### src/rtl/core/bmtc_pkg.sv
// Shared types and constants for the bottom/middle/top to luma/chroma converter.
// Used by every stage module and by the top level; depends on nothing else.
`timescale 1ns / 1ps
`default_nettype none

package bmtc_pkg;

    // Pixel channel width and chroma offset.
    localparam int CHAN_W        = 16;
    localparam int CHROMA_OFFSET = 32768;

    // Number of color channels carried side by side through the pipeline.
    localparam int LANES = 3;

    // Signed width of the widest numerator (12*Y + 3*U + 2*V and friends).
    localparam int NUM_W = 22;

    // Non-negative magnitude after the pre-shift, always below 2**18.
    localparam int MAG_W = 18;

    // Divide by three as a reciprocal multiply: q = (x * 174763) >> 19,
    // exact for every x below 2**18.
    localparam int              RECIP3_SHIFT = 19;
    localparam logic [MAG_W-1:0] RECIP3      = 18'd174763;
    localparam int              PROD_W       = 2 * MAG_W;

    // Configuration port.
    localparam int CFG_IDX_W  = 1;
    localparam int CFG_DATA_W = 1;
    localparam logic [CFG_IDX_W-1:0] REG_MATRIX_MODE = 1'd0;
    localparam logic [CFG_IDX_W-1:0] REG_DIRECTION   = 1'd1;

    typedef enum logic {
        MATRIX_MEAN = 1'b0,
        MATRIX_TOP  = 1'b1
    } matrix_e;

    typedef enum logic {
        DIR_FWD = 1'b0,
        DIR_INV = 1'b1
    } dir_e;

    // One channel after the front stage: sign of the numerator, the
    // pre-shifted magnitude and whether it still has to be divided by three.
    typedef struct packed {
        logic             neg;
        logic [MAG_W-1:0] mag;
        logic             div3;
    } lane_t;

    // One channel after the divide stage.
    typedef struct packed {
        logic             neg;
        logic [MAG_W-1:0] quo;
    } quot_t;

endpackage

`default_nettype wire

### src/rtl/core/bmtc_front.sv
// Front stage: forms the matrix numerators for the selected mode and direction.
// Depends on bmtc_pkg.
`timescale 1ns / 1ps
`default_nettype none

module bmtc_front (
    input  wire logic                                   clk,
    input  wire logic                                   rst_n,
    input  wire logic                                   valid_in,
    output logic                                        ready_out,
    input  wire logic                                   ready_in,
    input  wire logic [bmtc_pkg::CHAN_W-1:0]            chan_a,
    input  wire logic [bmtc_pkg::CHAN_W-1:0]            chan_b,
    input  wire logic [bmtc_pkg::CHAN_W-1:0]            chan_c,
    input  wire logic                                   frame_end_in,
    input  wire bmtc_pkg::matrix_e                      matrix_mode,
    input  wire bmtc_pkg::dir_e                         direction,
    output logic                                        valid_out,
    output bmtc_pkg::lane_t [bmtc_pkg::LANES-1:0]       lane_out,
    output logic                                        frame_end_out
);
    import bmtc_pkg::*;

    localparam logic signed [NUM_W-1:0] OFFSET = NUM_W'(CHROMA_OFFSET);

    logic signed [NUM_W-1:0] a_ext;
    logic signed [NUM_W-1:0] b_ext;
    logic signed [NUM_W-1:0] c_ext;
    logic signed [NUM_W-1:0] u_val;
    logic signed [NUM_W-1:0] v_val;
    logic signed [NUM_W-1:0] num     [LANES];
    logic        [1:0]       shamt   [LANES];
    logic                    div3    [LANES];
    logic signed [NUM_W-1:0] shifted [LANES];

    logic                          valid_reg;
    lane_t [LANES-1:0]             lane_reg;
    lane_t [LANES-1:0]             lane_next;
    logic                          frame_end_reg;

    assign a_ext = $signed({{(NUM_W-CHAN_W){1'b0}}, chan_a});
    assign b_ext = $signed({{(NUM_W-CHAN_W){1'b0}}, chan_b});
    assign c_ext = $signed({{(NUM_W-CHAN_W){1'b0}}, chan_c});
    assign u_val = b_ext - OFFSET;
    assign v_val = c_ext - OFFSET;

    always_comb
    begin
        for (int i = 0; i < LANES; i++)
        begin
            num[i]   = '0;
            shamt[i] = 2'd0;
            div3[i]  = 1'b0;
        end
        unique case (direction)
            DIR_FWD:
            begin
                num[1] = NUM_W'(2 * a_ext - 2 * c_ext + OFFSET);
                num[2] = NUM_W'(a_ext - 2 * b_ext + c_ext + OFFSET);
                if (matrix_mode == MATRIX_MEAN)
                begin
                    num[0]  = a_ext + b_ext + c_ext;
                    div3[0] = 1'b1;
                end
                else
                begin
                    num[0] = c_ext;
                end
            end
            DIR_INV:
            begin
                if (matrix_mode == MATRIX_MEAN)
                begin
                    // Divide by twelve as a shift by two and a divide by three.
                    num[0]   = NUM_W'(12 * a_ext + 3 * u_val + 2 * v_val);
                    shamt[0] = 2'd2;
                    div3[0]  = 1'b1;
                    num[1]   = NUM_W'(3 * a_ext - v_val);
                    div3[1]  = 1'b1;
                    num[2]   = NUM_W'(12 * a_ext - 3 * u_val + 2 * v_val);
                    shamt[2] = 2'd2;
                    div3[2]  = 1'b1;
                end
                else
                begin
                    num[0]   = NUM_W'(2 * a_ext + u_val);
                    shamt[0] = 2'd1;
                    num[1]   = NUM_W'(4 * a_ext + u_val - 2 * v_val);
                    shamt[1] = 2'd2;
                    num[2]   = a_ext;
                end
            end
            default:
            begin
                num[0] = '0;
            end
        endcase
    end

    // A negative numerator truncates toward zero to a value that is at most
    // zero, so it always saturates to zero; only the sign is kept then.
    always_comb
    begin
        for (int i = 0; i < LANES; i++)
        begin
            shifted[i]        = num[i] >>> shamt[i];
            lane_next[i].neg  = num[i][NUM_W-1];
            lane_next[i].mag  = num[i][NUM_W-1] ? '0 : shifted[i][MAG_W-1:0];
            lane_next[i].div3 = div3[i];
        end
    end

    assign ready_out = !valid_reg || ready_in;

    always_ff @(posedge clk or negedge rst_n)
    begin
        if (!rst_n)
        begin
            valid_reg <= 1'b0;
        end
        else if (ready_out)
        begin
            valid_reg <= valid_in;
        end
    end

    always_ff @(posedge clk)
    begin
        if (ready_out && valid_in)
        begin
            lane_reg      <= lane_next;
            frame_end_reg <= frame_end_in;
        end
    end

    assign valid_out     = valid_reg;
    assign lane_out      = lane_reg;
    assign frame_end_out = frame_end_reg;

endmodule

`default_nettype wire

### src/rtl/core/bmtc_div.sv
// Divide stage: exact divide by three through a reciprocal multiply per lane.
// Depends on bmtc_pkg.
`timescale 1ns / 1ps
`default_nettype none

module bmtc_div (
    input  wire logic                                   clk,
    input  wire logic                                   rst_n,
    input  wire logic                                   valid_in,
    output logic                                        ready_out,
    input  wire logic                                   ready_in,
    input  wire bmtc_pkg::lane_t [bmtc_pkg::LANES-1:0]  lane_in,
    input  wire logic                                   frame_end_in,
    output logic                                        valid_out,
    output bmtc_pkg::quot_t [bmtc_pkg::LANES-1:0]       quot_out,
    output logic                                        frame_end_out
);
    import bmtc_pkg::*;

    logic [PROD_W-1:0]   prod [LANES];
    quot_t [LANES-1:0]   quot_next;
    quot_t [LANES-1:0]   quot_reg;
    logic                valid_reg;
    logic                frame_end_reg;

    always_comb
    begin
        for (int i = 0; i < LANES; i++)
        begin
            prod[i] = {{MAG_W{1'b0}}, lane_in[i].mag} * {{MAG_W{1'b0}}, RECIP3};
            quot_next[i].neg = lane_in[i].neg;
            quot_next[i].quo = lane_in[i].div3
                             ? MAG_W'(prod[i][PROD_W-1:RECIP3_SHIFT])
                             : lane_in[i].mag;
        end
    end

    assign ready_out = !valid_reg || ready_in;

    always_ff @(posedge clk or negedge rst_n)
    begin
        if (!rst_n)
        begin
            valid_reg <= 1'b0;
        end
        else if (ready_out)
        begin
            valid_reg <= valid_in;
        end
    end

    always_ff @(posedge clk)
    begin
        if (ready_out && valid_in)
        begin
            quot_reg      <= quot_next;
            frame_end_reg <= frame_end_in;
        end
    end

    assign valid_out     = valid_reg;
    assign quot_out      = quot_reg;
    assign frame_end_out = frame_end_reg;

endmodule

`default_nettype wire

### src/rtl/core/bmtc_sat.sv
// Output stage: saturates each lane to 0..65535 and holds the result register.
// Depends on bmtc_pkg.
`timescale 1ns / 1ps
`default_nettype none

module bmtc_sat (
    input  wire logic                                   clk,
    input  wire logic                                   rst_n,
    input  wire logic                                   valid_in,
    output logic                                        ready_out,
    input  wire logic                                   stall,
    input  wire bmtc_pkg::quot_t [bmtc_pkg::LANES-1:0]  quot_in,
    input  wire logic                                   frame_end_in,
    output logic                                        valid_out,
    output logic [bmtc_pkg::CHAN_W-1:0]                 res_a,
    output logic [bmtc_pkg::CHAN_W-1:0]                 res_b,
    output logic [bmtc_pkg::CHAN_W-1:0]                 res_c,
    output logic                                        frame_end_out
);
    import bmtc_pkg::*;

    logic [CHAN_W-1:0] sat_next [LANES];
    logic [CHAN_W-1:0] res_reg  [LANES];
    logic              valid_reg;
    logic              frame_end_reg;

    always_comb
    begin
        for (int i = 0; i < LANES; i++)
        begin
            if (quot_in[i].neg)
                sat_next[i] = '0;
            else if (quot_in[i].quo[MAG_W-1:CHAN_W] != '0)
                sat_next[i] = '1;
            else
                sat_next[i] = quot_in[i].quo[CHAN_W-1:0];
        end
    end

    assign ready_out = !valid_reg || !stall;

    always_ff @(posedge clk or negedge rst_n)
    begin
        if (!rst_n)
        begin
            valid_reg <= 1'b0;
        end
        else if (ready_out)
        begin
            valid_reg <= valid_in;
        end
    end

    always_ff @(posedge clk)
    begin
        if (ready_out && valid_in)
        begin
            res_reg       <= sat_next;
            frame_end_reg <= frame_end_in;
        end
    end

    assign valid_out     = valid_reg;
    assign res_a         = res_reg[0];
    assign res_b         = res_reg[1];
    assign res_c         = res_reg[2];
    assign frame_end_out = frame_end_reg;

endmodule

`default_nettype wire

### src/rtl/core/bmt_yuv_color_convert_top.sv
// Throughput: one pixel per clock while out_stall is low, through three register stages
// (numerator adders, reciprocal divide-by-three multipliers, saturation and output register).
// Each stage holds its item when the next stage cannot take it, so bubbles fill up under stall.
// Reset is asynchronous and active low; it empties the pipeline and returns
// matrix_mode and direction to zero (mean-luma matrix, forward direction).
`timescale 1ns / 1ps
`default_nettype none

module bmt_yuv_color_convert_top (
    input  wire logic                               clk,
    input  wire logic                               rst_n,
    // Configuration write port.
    input  wire logic                               cfg_we,
    input  wire logic [bmtc_pkg::CFG_IDX_W-1:0]     cfg_index,
    input  wire logic [bmtc_pkg::CFG_DATA_W-1:0]    cfg_data,
    // Input pixel channel.
    input  wire logic                               in_valid,
    output logic                                    in_stall,
    input  wire logic [bmtc_pkg::CHAN_W-1:0]        chan_a,
    input  wire logic [bmtc_pkg::CHAN_W-1:0]        chan_b,
    input  wire logic [bmtc_pkg::CHAN_W-1:0]        chan_c,
    input  wire logic                               frame_end_in,
    // Result pixel channel.
    output logic                                    out_valid,
    input  wire logic                               out_stall,
    output logic [bmtc_pkg::CHAN_W-1:0]             res_a,
    output logic [bmtc_pkg::CHAN_W-1:0]             res_b,
    output logic [bmtc_pkg::CHAN_W-1:0]             res_c,
    output logic                                    frame_end_out
);
    import bmtc_pkg::*;

    // Configuration registers. They are sampled as each pixel enters the
    // front stage, so a pixel is converted with the settings of its own
    // entry time.
    matrix_e matrix_mode_reg;
    dir_e    direction_reg;

    always_ff @(posedge clk or negedge rst_n)
    begin
        if (!rst_n)
        begin
            matrix_mode_reg <= MATRIX_MEAN;
            direction_reg   <= DIR_FWD;
        end
        else if (cfg_we)
        begin
            unique case (cfg_index)
                REG_MATRIX_MODE: matrix_mode_reg <= matrix_e'(cfg_data[0]);
                REG_DIRECTION:   direction_reg   <= dir_e'(cfg_data[0]);
                default:         ;
            endcase
        end
    end

    // Pipeline wiring. Each stage is ready when it is empty or when the
    // stage after it is ready, so the ready chain ripples back from the
    // output stall through the three stages.
    logic                  front_valid;
    logic                  front_ready;
    lane_t [LANES-1:0]     front_lane;
    logic                  front_frame_end;

    logic                  div_valid;
    logic                  div_ready;
    quot_t [LANES-1:0]     div_quot;
    logic                  div_frame_end;

    logic                  sat_ready;

    assign in_stall = !front_ready;

    bmtc_front u_front (
        .clk           (clk),
        .rst_n         (rst_n),
        .valid_in      (in_valid),
        .ready_out     (front_ready),
        .ready_in      (div_ready),
        .chan_a        (chan_a),
        .chan_b        (chan_b),
        .chan_c        (chan_c),
        .frame_end_in  (frame_end_in),
        .matrix_mode   (matrix_mode_reg),
        .direction     (direction_reg),
        .valid_out     (front_valid),
        .lane_out      (front_lane),
        .frame_end_out (front_frame_end)
    );

    bmtc_div u_div (
        .clk           (clk),
        .rst_n         (rst_n),
        .valid_in      (front_valid),
        .ready_out     (div_ready),
        .ready_in      (sat_ready),
        .lane_in       (front_lane),
        .frame_end_in  (front_frame_end),
        .valid_out     (div_valid),
        .quot_out      (div_quot),
        .frame_end_out (div_frame_end)
    );

    bmtc_sat u_sat (
        .clk           (clk),
        .rst_n         (rst_n),
        .valid_in      (div_valid),
        .ready_out     (sat_ready),
        .stall         (out_stall),
        .quot_in       (div_quot),
        .frame_end_in  (div_frame_end),
        .valid_out     (out_valid),
        .res_a         (res_a),
        .res_b         (res_b),
        .res_c         (res_c),
        .frame_end_out (frame_end_out)
    );

endmodule

`default_nettype wire

### config.mk
export PLATFORM = sky130hd
export DESIGN_NAME = bmt_yuv_color_convert_top
export DESIGN_NICKNAME = d
export VERILOG_FILES = /design/src/rtl/core/bmtc_pkg.sv /design/src/rtl/core/bmtc_front.sv /design/src/rtl/core/bmtc_div.sv /design/src/rtl/core/bmtc_sat.sv /design/src/rtl/core/bmt_yuv_color_convert_top.sv
export SDC_FILE = /design/constraint.sdc
export NUM_CORES = 2
export LEC_CHECK = 0
export ABC_CLOCK_PERIOD_IN_PS = 5980
export CAP_MARGIN = 25
export CORE_UTILIZATION = 60
export DETAILED_ROUTE_END_ITERATION = 7
export DONT_BUFFER_PORTS = 1
export GPL_TIMING_DRIVEN = 0
export PLACE_DENSITY = 0.87
export SLEW_MARGIN = 20
export SYNTH_ARGS = -nofsm -noshare
export SYNTH_HDL_FRONTEND = slang
export SYNTH_SLANG_ARGS = --single-unit
### constraint.sdc
create_clock -name clk -period 5.98 [get_ports clk]
set_clock_uncertainty 0.15 [all_clocks]
set_input_delay 1.196 -clock clk [delete_from_list [all_inputs] [get_ports clk]]
set_output_delay 1.196 -clock clk [all_outputs]
set_load 0.02 [all_outputs]
# After elaboration in Yosys (flattened, before gate mapping)

Cells that the tools add are included.

Add/sub/neg operators: 17
Multipliers: 6
Div/mod/pow operators: 0
Order comparisons: 0
Eq/ne operators: 0
Shift operators: 3
Mux-type cells: 16
Bitwise logic cells: 2
Reduce and logical (&&, ||, !) cells: 16

Operators with widths:

| kind                                                                   | number |
|---|---|
| 66-bit case mux with 2 select lines                                    | 1 |
| 18-bit by 18-bit multiplier with 36-bit output (second input constant) | 3 |
| 66-bit 2-to-1 mux                                                      | 1 |
| 22-bit by 2-bit >>> shifter with 18-bit output                         | 3 |
| 17-bit 2-to-1 mux                                                      | 3 |
| 16-bit 2-to-1 mux                                                      | 3 |
| 22-bit by 17-bit adder with 22-bit output                              | 2 |
| 22-bit by 17-bit adder with 22-bit output (second input constant)      | 2 |
| 22-bit by 18-bit adder with 22-bit output                              | 2 |
| 2-bit by 16-bit multiplier with 18-bit output (first input constant)   | 2 |
| 16-bit by 16-bit subtractor with 17-bit output (second input constant) | 2 |
| 22-bit adder                                                           | 1 |
| 22-bit 2-to-1 mux                                                      | 1 |
| 22-bit subtractor                                                      | 1 |
| 20-bit by 18-bit subtractor with 21-bit output                         | 1 |
| 19-bit by 17-bit adder with 20-bit output                              | 1 |
| 3-bit by 17-bit multiplier with 20-bit output (first input constant)   | 1 |
| 19-bit by 17-bit subtractor with 20-bit output                         | 1 |
| 18-bit by 17-bit adder with 19-bit output                              | 1 |
| 16-bit by 17-bit subtractor with 18-bit output                         | 1 |
| 17-bit by 17-bit subtractor with 18-bit output                         | 1 |
| 16-bit by 16-bit adder with 17-bit output                              | 1 |
| 2-bit 2-to-1 mux                                                       | 3 |
| 6-bit 2-to-1 mux                                                       | 1 |
| 9 further kinds                                                        | 21 |

Register bits: 173
Latch bits: 0
Bits in writable memories: 0
ROM bits: 0
Bits of input ports: 56
Memories: 0

# Depth between registers and ports, before layout

Depth in word-level cells: 7
Gate-level depth with buffers: 29
Gate-level depth less buffers: 28

# Modules after synthesis

A second synthesis with hierarchy kept.

Cells, all modules: 3837
Area total of the unflattened synthesis: 36207.2 um^2

By module, submodules not included:

| module                    | instances | cells an instance | area an instance (um^2) | sequential area each (um^2) |
|---|---|---|---|---|
| bmtc_div                  | 1         | 2050              | 20084.3                 | 1766.7 |
| bmtc_front                | 1         | 1613              | 13769.5                 | 1826.8 |
| bmtc_sat                  | 1         | 167               | 2263.4                  | 1496.4 |
| bmt_yuv_color_convert_top | 1         | 7                 | 90.1                    | 50.0 |

# Worst setup path after synthesis

No wires, ideal clock.

Path kind: input -> register
Start: in chan_b[2] (netlist bit)
End: reg u_front.lane_reg (netlist bit u_front.lane_out[55]), data pin
Library setup time: 0.262 ns
Arrival time: 6.078 ns
Slack: -0.511 ns
Stages on the path: 26
Path buffers: 1
Cells stage by stage: ha_1 -> ha_1 -> a21o_1 -> a21oi_1 -> o21ai_0 -> a21oi_1 -> o21ai_0 -> a21oi_1 -> o21ai_0 -> a211o_1 -> and2_1 -> ha_1 -> inv_1 -> ha_1 -> ha_1 -> and2_1 -> a221o_1 -> a21o_1 -> a21o_1 -> a31oi_1 -> o211ai_1 -> a41oi_2 -> xnor2_1 -> o32ai_4 -> buf_6 -> nor2_1

RTL lines:

| what                 | line                            | text |
|---|---|---|
| start, declared      | bmt_yuv_color_convert_top.sv:20 | `input wire logic [bmtc_pkg::CHAN_W-1:0] chan_b,` |
| end signal, assigned | bmtc_front.sv:131               | `lane_reg <= lane_next;` |
| end, declared        | bmtc_front.sv:37                | `lane_t [LANES-1:0] lane_reg;` |

==> reports/qor.yml <==
timing:
  slew_viol_final: 0
  fin_crit_ns: 6.23
  fmax_mhz: 160
  tightest_slew_ns: 1.26
  slew_headroom_pct: 15.8
  final.setup.worst_slack_ns: -0.253
  min_period_over_period_pct: 104
  setup_violations: 43
  rsz0062_at_grt: "yes"
  finalSetupTns_ns: -3.89
  finalHoldViolCount: 0
cells_and_area:
  multi_input_area_um2: 28400
  largest_reg_flops: 59
  seq_area_um2: 5140
  nets: 5159
  fill_cells: 3805
  drive_above_1_share_pct: 13.7
  syn_to_final_growth_pct: 14.7
critical_path:
  worstSetupEndpointType: "flip-flop"
  path_max_fanout: 4
  slowest_delay_ns: 0.55
  crit_family: "adder cells"
  cpMaxStageDelayCell: "fa_1"
  criticalPathCategory: "reg2reg"
  worst_setup_path_start_kind: "flip-flop"
  crit_arrival_ns: 6.31
  path_cells: "buf_4 -> ha_1 -> ha_1 -> inv_1 -> fa_1 -> inv_1 -> ha_1 -> fa_1 -> fa_1 -> ha_1 -> and4_2 -> o211ai_1 -> buf_4 -> a311oi_4 -> o2111ai_2 -> o21a_1 -> o31ai_4 -> buf_4 -> o21a_1 -> o21ai_2 -> a31o_2"
  cp_common_cell: "ha_1"
  required_ns: 6.06
  cp_num_buf_inv: 5
min_path:
  hold_class: "in2async"
floorplanning:
  die_x_um: 244
  core_area_um2: 57900
  dieArea_um2: 59700
  core.rowCount: 88
  die_h_um: 244
  start_util_pct: 60.9
  ios: 107
job:
  drv_cap: 0
clock_tree:
  cts_sinks: 172
  clk_pin_slew_ns: 0.08
  cts_max_path_buffers: 2
  hold_buffers: 0
  cts_tree: "yes"
  cts_max_level: 4
  cts-root-buf: "clkbuf_16"
  insertion_delay_ns: 0.47
  numCtsBuffers: 17
detailed_routing:
  vias: 29700
  avgRoutedWirePerCell_um: 23.5
  via_per_inst: 6.23
  ant_nets: 0
  drc: 0
  routed_wl_mm: 112
  dr.pass1.iters: 5
  first_iter_violations: 2865
synthesis:
  synth_mux_area_share_pct: 1.74
  avgSynthCellArea_um2: 9.32
  ys.flop_type: "edfxtp_1"
  synth_xor_area_share_pct: 4.94
  synthesis.area_um2: 35300
  synthSimpleGateAreaFrac_pct: 9.02
  synth_cell_types: 85
  synth_fa_ha_area_share_pct: 47.6
  yosys_warnings: 0
  synthArstFlopShare_pct: 2.91
  synth_top_family_by_area: "adder cells"
  synth_compound_area_share_pct: 11.8
  synth_edf_count: 167
  syn_inst: 3785
  ys_seq_area_share_pct: 14.6
  synth_seq_cells: 172
  synth_fp_nets: 4950
status:
  status: "finished, violations left"
  violations: "negative setup slack"
placement:
  place.gp.congestion: 1.01
  portBuffers: 0
  dp_hpwl_mm: 79.2
grt:
  grt-ovfl-total: 0
  grt_usage_pct: 34.7
  antenna_found_initial: 9
  grt_max_degree: 59
  grt_pass1_vias: 29900
  grt_pass1_wl_mm: 159
## metal layers
metal  share of wire [%]  wire length, um  vias to the layer above  GRT usage (%)
met2                  46            52000                     1916           57.3
met3                  10            11700                      596           6.20
met4                 7.3             8210                       14           20.0
met1                  36            40000                    14300           42.7
met5               0.099              111                        -              0
li1                    -                -                    12900              -
## cell usage after synthesis (all sizes together) (28+ instances only)
cell type  instances  area [um^2]
a211oi            43          348
a21o              75          563
a21oi            171          863
a31oi             34          219
clkbuf            36          135
edfxtp           167         5010
fa               387         7750
ha               722         9030
inv              916         3440
mux2              28          315
nand2            118          443
nand2b            29          189
nand3             39          195
nor2             239          897
nor2b             30          188
nor3              74          375
o21a              32          240
o21ai            115          576
xnor2            129         1130
xor2              70          613
## timing repair
action / in CTS / in global routing
pin swaps: 58 / 114
cloned: 0 / 1
gates resized for setup: 139 / 213
endpoints found under the setup margin: 98 / 86
buffers inserted: 111 / 72
## cell type report
| class | instances | area share [%] |
|---|---|---|
| Multi-Input combinational cell | 2645 | 70.2 |
| Sequential cell | 172 | 12.7 |
| Inverter | 918 | 8.57 |
| Timing Repair Buffer | 190 | 4.09 |
| Tap cell | 765 | 2.37 |
| Clock buffer | 17 | 1.05 |
| Buffer | 50 | 0.554 |
| Clock inverter | 15 | 0.436 |
| Antenna cell | 1 | 0.00619 |
## kinds of logic (layout without fill, tap and decap cells)
kind of cell    Yosys count  after routing
mux                      49             49
compound gates          626            626
flops                   172            172
simple gates            662            662
xor+xnor                199            199
fa+ha+maj              1109           1109
other cells               0              1
buf+inv                 968           1190
## worst reg2reg max path, stage by stage, from the launching register on
cell and delay [ns]:
edfxtp_1 0.46, buf_4 0.21, ha_1 0.41, ha_1 0.19, inv_1 0.07, fa_1 0.55, inv_1 0.05, ha_1 0.29
fa_1 0.55, fa_1 0.46, ha_1 0.32, and4_2 0.28, o211ai_1 0.12, buf_4 0.18, a311oi_4 0.34, o2111ai_2 0.21
o21a_1 0.28, o31ai_4 0.27, buf_4 0.18, o21a_1 0.15, o21ai_2 0.07, a31o_2 0.24
## worst paths after layout
check | from | end | slack [ns] | cells past startpoint
setup / recovery | u_front.lane_out[8] | u_div.quot_out[14] | -0.25 | 21
max in group asynchronous | rst_n | matrix_mode_reg | 5.34 | 0
hold / removal | rst_n | u_sat.valid_out | 0.27 | 0
min in group clk | u_front.lane_out[39] | u_div.quot_out[37] | 0.28 | 0
hold reg to reg | u_front.lane_out[39] | u_div.quot_out[37] | 0.28 | 0
setup reg to reg | u_front.lane_out[8] | u_div.quot_out[14] | -0.25 | 21
## metrics by stage
step / cell area [um^2] / util (%) / hold slack (ns) / setup WS, ns / instances
6_report: 40400 / 69.8 / 0.267 / -0.253 / 4773
5_1_grt: 40400 / 69.8 / 0.250 / -0.362 / 4772
3_3_place_gp: 36400 / 62.8 / 0.255 / -1.36 / 4550
2_1_floorplan: 35400 / - / 0.250 / 0.00346 / 3785
3_5_place_dp: 36500 / 63.0 / 0.264 / -1.37 / 4555
4_1_cts: 38800 / 66.9 / 0.253 / -0.0682 / 4698
## placed cells by master (no fill, tap or decap), types with 26 or more instances in the layout
cell type / count
ha_1: 649
xor2_1: 65
nor2b_1: 29
xnor2_1: 122
nand2_1: 114
fa_1: 383
nor3_1: 67
a21o_1: 75
inv_1: 896
a21oi_2: 28
o21ai_0: 88
a21oi_1: 141
o21a_1: 30
nand3_1: 36
nand2b_1: 28
buf_4: 155
nor2_1: 216
buf_6: 26
edfxtp_1: 167
ha_4: 61
a31oi_1: 28
clkbuf_1: 36
Power is not shown: default switching activity piles up to over one toggle a cycle in this logic, so the estimate is an artifact.
